`config.mk`:
```
export PLATFORM = sky130hd
export DESIGN_NAME = kstu_ram
export DESIGN_NICKNAME = d
export VERILOG_FILES = /design/src/rtl/keyed_state_table_upsert_unit_macros.svh /design/src/rtl/kstu_ram.sv
export SDC_FILE = /design/constraint.sdc
export NUM_CORES = 2
export LEC_CHECK = 0
export BUFFER_PORTS_ARGS = -buffer_cell sky130_fd_sc_hd__buf_2
export CAP_MARGIN = 25
export CORE_ASPECT_RATIO = 1.4
export CORE_MARGIN = 5
export CORE_UTILIZATION = 50
export DETAILED_ROUTE_END_ITERATION = 8
export MAX_ROUTING_LAYER = met4
export PLACE_DENSITY = 0.65
export RECOVER_POWER = 50
export SETUP_SLACK_MARGIN = 0.02
export SLEW_MARGIN = 0
export SYNTH_ARGS = -nofsm -noshare
export SYNTH_HDL_FRONTEND = slang
export SYNTH_SLANG_ARGS = --single-unit
export TNS_END_PERCENT = 20
```
`constraint.sdc`:
```
create_clock -name clk -period 2.62 [get_ports clk]
set_input_delay 0.131 -clock clk [delete_from_list [all_inputs] [get_ports clk]]
set_output_delay 0.131 -clock clk [all_outputs]
set_load 0.02 [all_outputs]
```
`src/rtl/keyed_state_table_upsert_unit_macros.svh`:
```
// ----------------------------------------------------------------------------
// Keyed state table upsert unit: assertion macros
// Concurrent assertion helpers; compiled out when NO_ASSERTIONS is set.
// ----------------------------------------------------------------------------
`ifndef KEYED_STATE_TABLE_UPSERT_UNIT_MACROS_SVH
`define KEYED_STATE_TABLE_UPSERT_UNIT_MACROS_SVH

`ifndef NO_ASSERTIONS

// same-cycle implication
`define KSTU_ASSERT_HOLDS(label, ante, cons) \
    label: assert property (@(posedge clk) disable iff (!rst_n) (ante) |-> (cons)) \
        else $error("assertion failed: same-cycle implication");

// next-cycle implication
`define KSTU_ASSERT_NEXT(label, ante, cons) \
    label: assert property (@(posedge clk) disable iff (!rst_n) (ante) |=> (cons)) \
        else $error("assertion failed: next-cycle implication");

`else

`define KSTU_ASSERT_HOLDS(label, ante, cons)
`define KSTU_ASSERT_NEXT(label, ante, cons)

`endif

`endif

```
`src/rtl/kstu_ram.sv`:
```
// ----------------------------------------------------------------------------
// Generic RAM
// One write port, one read port, registered read data.
// ----------------------------------------------------------------------------
module kstu_ram #(
    parameter int WIDTH = 8,
    parameter int DEPTH = 256
) (
    input  logic                     clk,
    input  logic                     we,
    input  logic [$clog2(DEPTH)-1:0] waddr,
    input  logic [WIDTH-1:0]         wdata,
    input  logic [$clog2(DEPTH)-1:0] raddr,
    output logic [WIDTH-1:0]         rdata
);

    logic [WIDTH-1:0] mem [DEPTH];

    always_ff @(posedge clk)
    begin
        if (we)
        begin
            mem[waddr] <= wdata;
        end
        rdata <= mem[raddr];
    end

endmodule

```
* Word level (Yosys, flattened, before mapping)
Memories as Yosys holds them, arrays and structs flattened. A register that Yosys moved wholly into a read port is not among the register bits.
Cells that the tools add are included.
** Cells by class
- Multiplexer cells :: 2
** Operator list (count)
- $mux 1 :: 2
** Word-level totals
- Memories :: 1
- Input bits :: 26
- Register bits after elaboration :: 0
- Output and inout port bits :: 8
- Bits in writable memories :: 2048
- Word-level logic and storage cells :: 3
** Memory list
- mem :: words 256, bits a word 8, rd ports 1, clocked after memory_dff 1, wr ports 1, line kstu_ram.sv:17 : logic [WIDTH-1:0] mem [DEPTH];

* Depth between registers and ports, before layout
- Word-level depth :: 2
- Mapped depth :: 11
- Mapped depth without buffers :: 6

* Least setup slack after synthesis
No wires, ideal clock.
- Path kind :: input to register
- Start point :: input raddr[0]
- End point :: register rdata[2] (read register of mem)
- Data required time :: 2489 ps
- Buffers on the path :: 4
- Library setup time :: 131 ps
- Arrival time :: 1938 ps
- Setup slack :: 551 ps
- Stages :: 9
- Cell sequence :: buf_6 -> buf_12 -> buf_8 -> buf_2 -> mux4_2 -> a22oi_1 -> a21oi_1 -> nor4_1 -> nor4_2
** RTL lines
- start: declaration :: line kstu_ram.sv:13 : input logic [$clog2(DEPTH)-1:0] raddr,
- end: declaration :: line kstu_ram.sv:14 : output logic [WIDTH-1:0] rdata

==> results.py <==
metrics = {
    "sta": {
        "fin_crit_ns": 2.51,
        "slew_violations": 459,
        "fmax_ghz": 0.398,
        "clock_skew_ns": 0.0314,
        "hold_slack_ns": 0.0871,
        "period_share_pct": 95.8,
        "tightest_slew_ns": 2.46,
        "grt_setup_unrepaired": "false",
        "finalSetupViolCount": 0,
        "hold_viol": 0,
        "worst_slew_margin_rel_pct": -64.1,
    },
    "setup_path": {
        "cpMaxStageDelayCell": "nor4_2",
        "critPathMaxFanout": 1,
        "cp-end-kind": "flop",
        "worstPathArrival_ns": 3.22,
        "start_kind": "flop",
        "crit_type": "reg -> reg",
        "slowest_delay_ns": 0.58,
        "required_ns": 3.32,
        "crit_chain": "mux4_2 -> mux4_2 -> nor2b_1 -> nor4_2 -> buf_4 -> nor4_1",
        "critPathMostFrequentCell": "mux4_2",
        "rr_worst_depth": 6,
    },
    "synthesis": {
        "ys_types": 55,
        "avgSynthCellArea_sq_um": 21.3,
        "yosysWarnings": 0,
        "synth.most_common_cell": "edfxtp_1",
        "synthTopCellsByCount": "2048 x edfxtp_1, 454 x mux4_2, 282 x nor2_1",
        "synth_top_area_cell": "edfxtp_1",
        "yosysSeqAreaShare_pct": 77.5,
        "synthFlopType": "edfxtp_1",
        "synth_area_sq_um": 79600,
        "syn_nets": 3759,
        "synth_top_area_share_pct": 77.3,
        "synth.top_cells.by_area": "edfxtp_1 77%, mux4_2 13%, mux2i_1 1.7%",
        "async_reset_ff_share_pct": 0,
        "ys_ff_latch": 2056,
        "synthCells": 3733,
        "synth_edf_count": 2048,
    },
    "power_and_ir_drop": {
        "ir_drop_v": 0.000453,
        "p_per_area_nw_per_um2": 718,
        "p_leak_nw": 29.6,
    },
    "hold_path": {
        "hold_class": "in -> reg",
        "min_path_cells": 4,
    },
    "cells_and_area": {
        "area_growth_pct": 15.8,
        "drive_gt1_share_pct": 30.3,
        "finalNetCount": 4363,
        "fin_cells": 6587,
        "fin_util_pct": 58.2,
    },
    "clock_tree": {
        "clkLatencyLatePin_ns": 0.81,
        "cts_buffers": 178,
        "clock-sinks": 2056,
        "htreeDepth": 4,
        "cts_tree": "built",
        "clk_transition_reported_paths_ns": 0.06,
        "clockRootBuffer": "clkbuf_16",
        "ctsLongestPathBuffers": 3,
    },
    "floorplan": {
        "ios": 34,
        "num_rows": 173,
        "die_y_um": 482,
        "dieWidth_um": 347,
        "dieArea_sq_um": 167000,
        "coreArea_sq_um": 158000,
        "floorplan.initialDensity_pct": 50.2,
    },
    "placed_design": {
        "gp_congestion": 0.874,
        "hpwl_um": 131000,
        "place_inst": 6246,
        "port_buffers": 33,
    },
    "routing": {
        "vias_per_cell": 6.13,
        "wl_um": 199000,
        "via_count": 40400,
        "initialDrtViolationCount": 4490,
        "route.detailed.drc": 0,
        "drt-pass1-iter-count": 5,
        "post_drt_wl_per_cell_um": 30.2,
        "drt.antenna.violating_nets": 0,
    },
    "global_routing": {
        "grt_use_total_pct": 24.6,
        "grt_max_degree": 151,
        "grt_pass1_wl_um": 290000,
        "antenna_found_initial": 13,
        "grt_pass1_vias": 41200,
        "grt_overflow": 0,
    },
    "run_status": {
        "violations": "capacitance limit, slew limit",
        "status": "finished with violations",
    },
    "run": {
        "cap_violations": 6,
    },
}
==> worst max-delay path, delay by kind of cell (launching register included) <==
family / cells / cell delay [ns]
multiplexers: 2 / 0.96
flip-flops: 1 / 0.37
AND/OR/NAND/NOR: 3 / 0.86
buffers and inverters: 1 / 0.23
==> layout by cell type, fill, tap and decap left out, types with 28 or more instances in the layout <==
cell type,n
a21oi_1,96
a22oi_1,133
buf_12,58
buf_4,528
clkbuf_1,50
clkbuf_16,184
clkinv_1,41
edfxtp_1,2048
mux2i_1,134
mux4_2,454
nand2_1,33
nand3_1,32
nor2_1,279
nor2b_1,28
o221ai_1,46
o22ai_1,28
==> final cells by class <==
type	count	area, sq um
Multi-Input combinational cell	1442	16500
Sequential cell	2056	61700
Fill cell	11400	66300
Clock inverter	94	962
Timing Repair Buffer	657	5560
Clock buffer	227	4770
Antenna cell	9	22.5
Inverter	2	7.51
Tap cell	2100	2630
==> sequential cells by signal (all words and copies together) (netlist names) <==
name	count
rdata	8
mem	2048
==> logic make-up after synthesis <==
family | synth area share [%]
mux | 14.6
flops | 77.5
buf+inv | 1.83
compound gates | 3.42
simple gates | 2.63
==> layer usage <==
layer | vias to the layer above | global-route usage (%) | wire length [um]
met3 | 391 | 4.94 | 15700
met1 | 21300 | 31.0 | 73800
met5 | - | - | 0
li1 | 16900 | - | -
met4 | 0 | 9.92 | 9100
met2 | 1812 | 40.0 | 101000
==> power breakdown <==
group	internal (mW)	switching, mW
sequential	36.3	0.0632
clock	14.8	11.4
combinational	1.44	2.25
total	52.5	13.7
==> metrics by stage <==
step / worst slack, ns / power, mW / area (sq um) / setup TNS [ns]
finish: 0.109 / 66.2 / 92200 / 0
CTS: 0.0393 / 66.7 / 92300 / 0
floorplan: 0.551 / 38.8 / 79600 / 0
global placement: -0.950 / 40.7 / 86500 / -3.68
detailed placement: -0.615 / 40.7 / 86500 / -3.22
global route: 0.0312 / 68.2 / 92200 / 0
==> worst paths after layout <==
path	from	to	slack, ns
worst min register to register	mem[46][6]	rdata[6]	1.14
worst min-delay path	waddr[2]	mem[94][6]	0.09
worst max-delay path	mem[83][1]	rdata[1]	0.11
worst max register to register	mem[83][1]	rdata[1]	0.11
==> repair_timing <==
action                                  in CTS  in global routing
gates cloned                                 0                  0
endpoints found under the setup margin       4                  1
endpoints found under the hold margin      485                  0
resized for setup                            4                  1
hold buffers                                11                  0
setup buffers                                0                  0
Note: power is estimated with default switching activity, not from simulation.
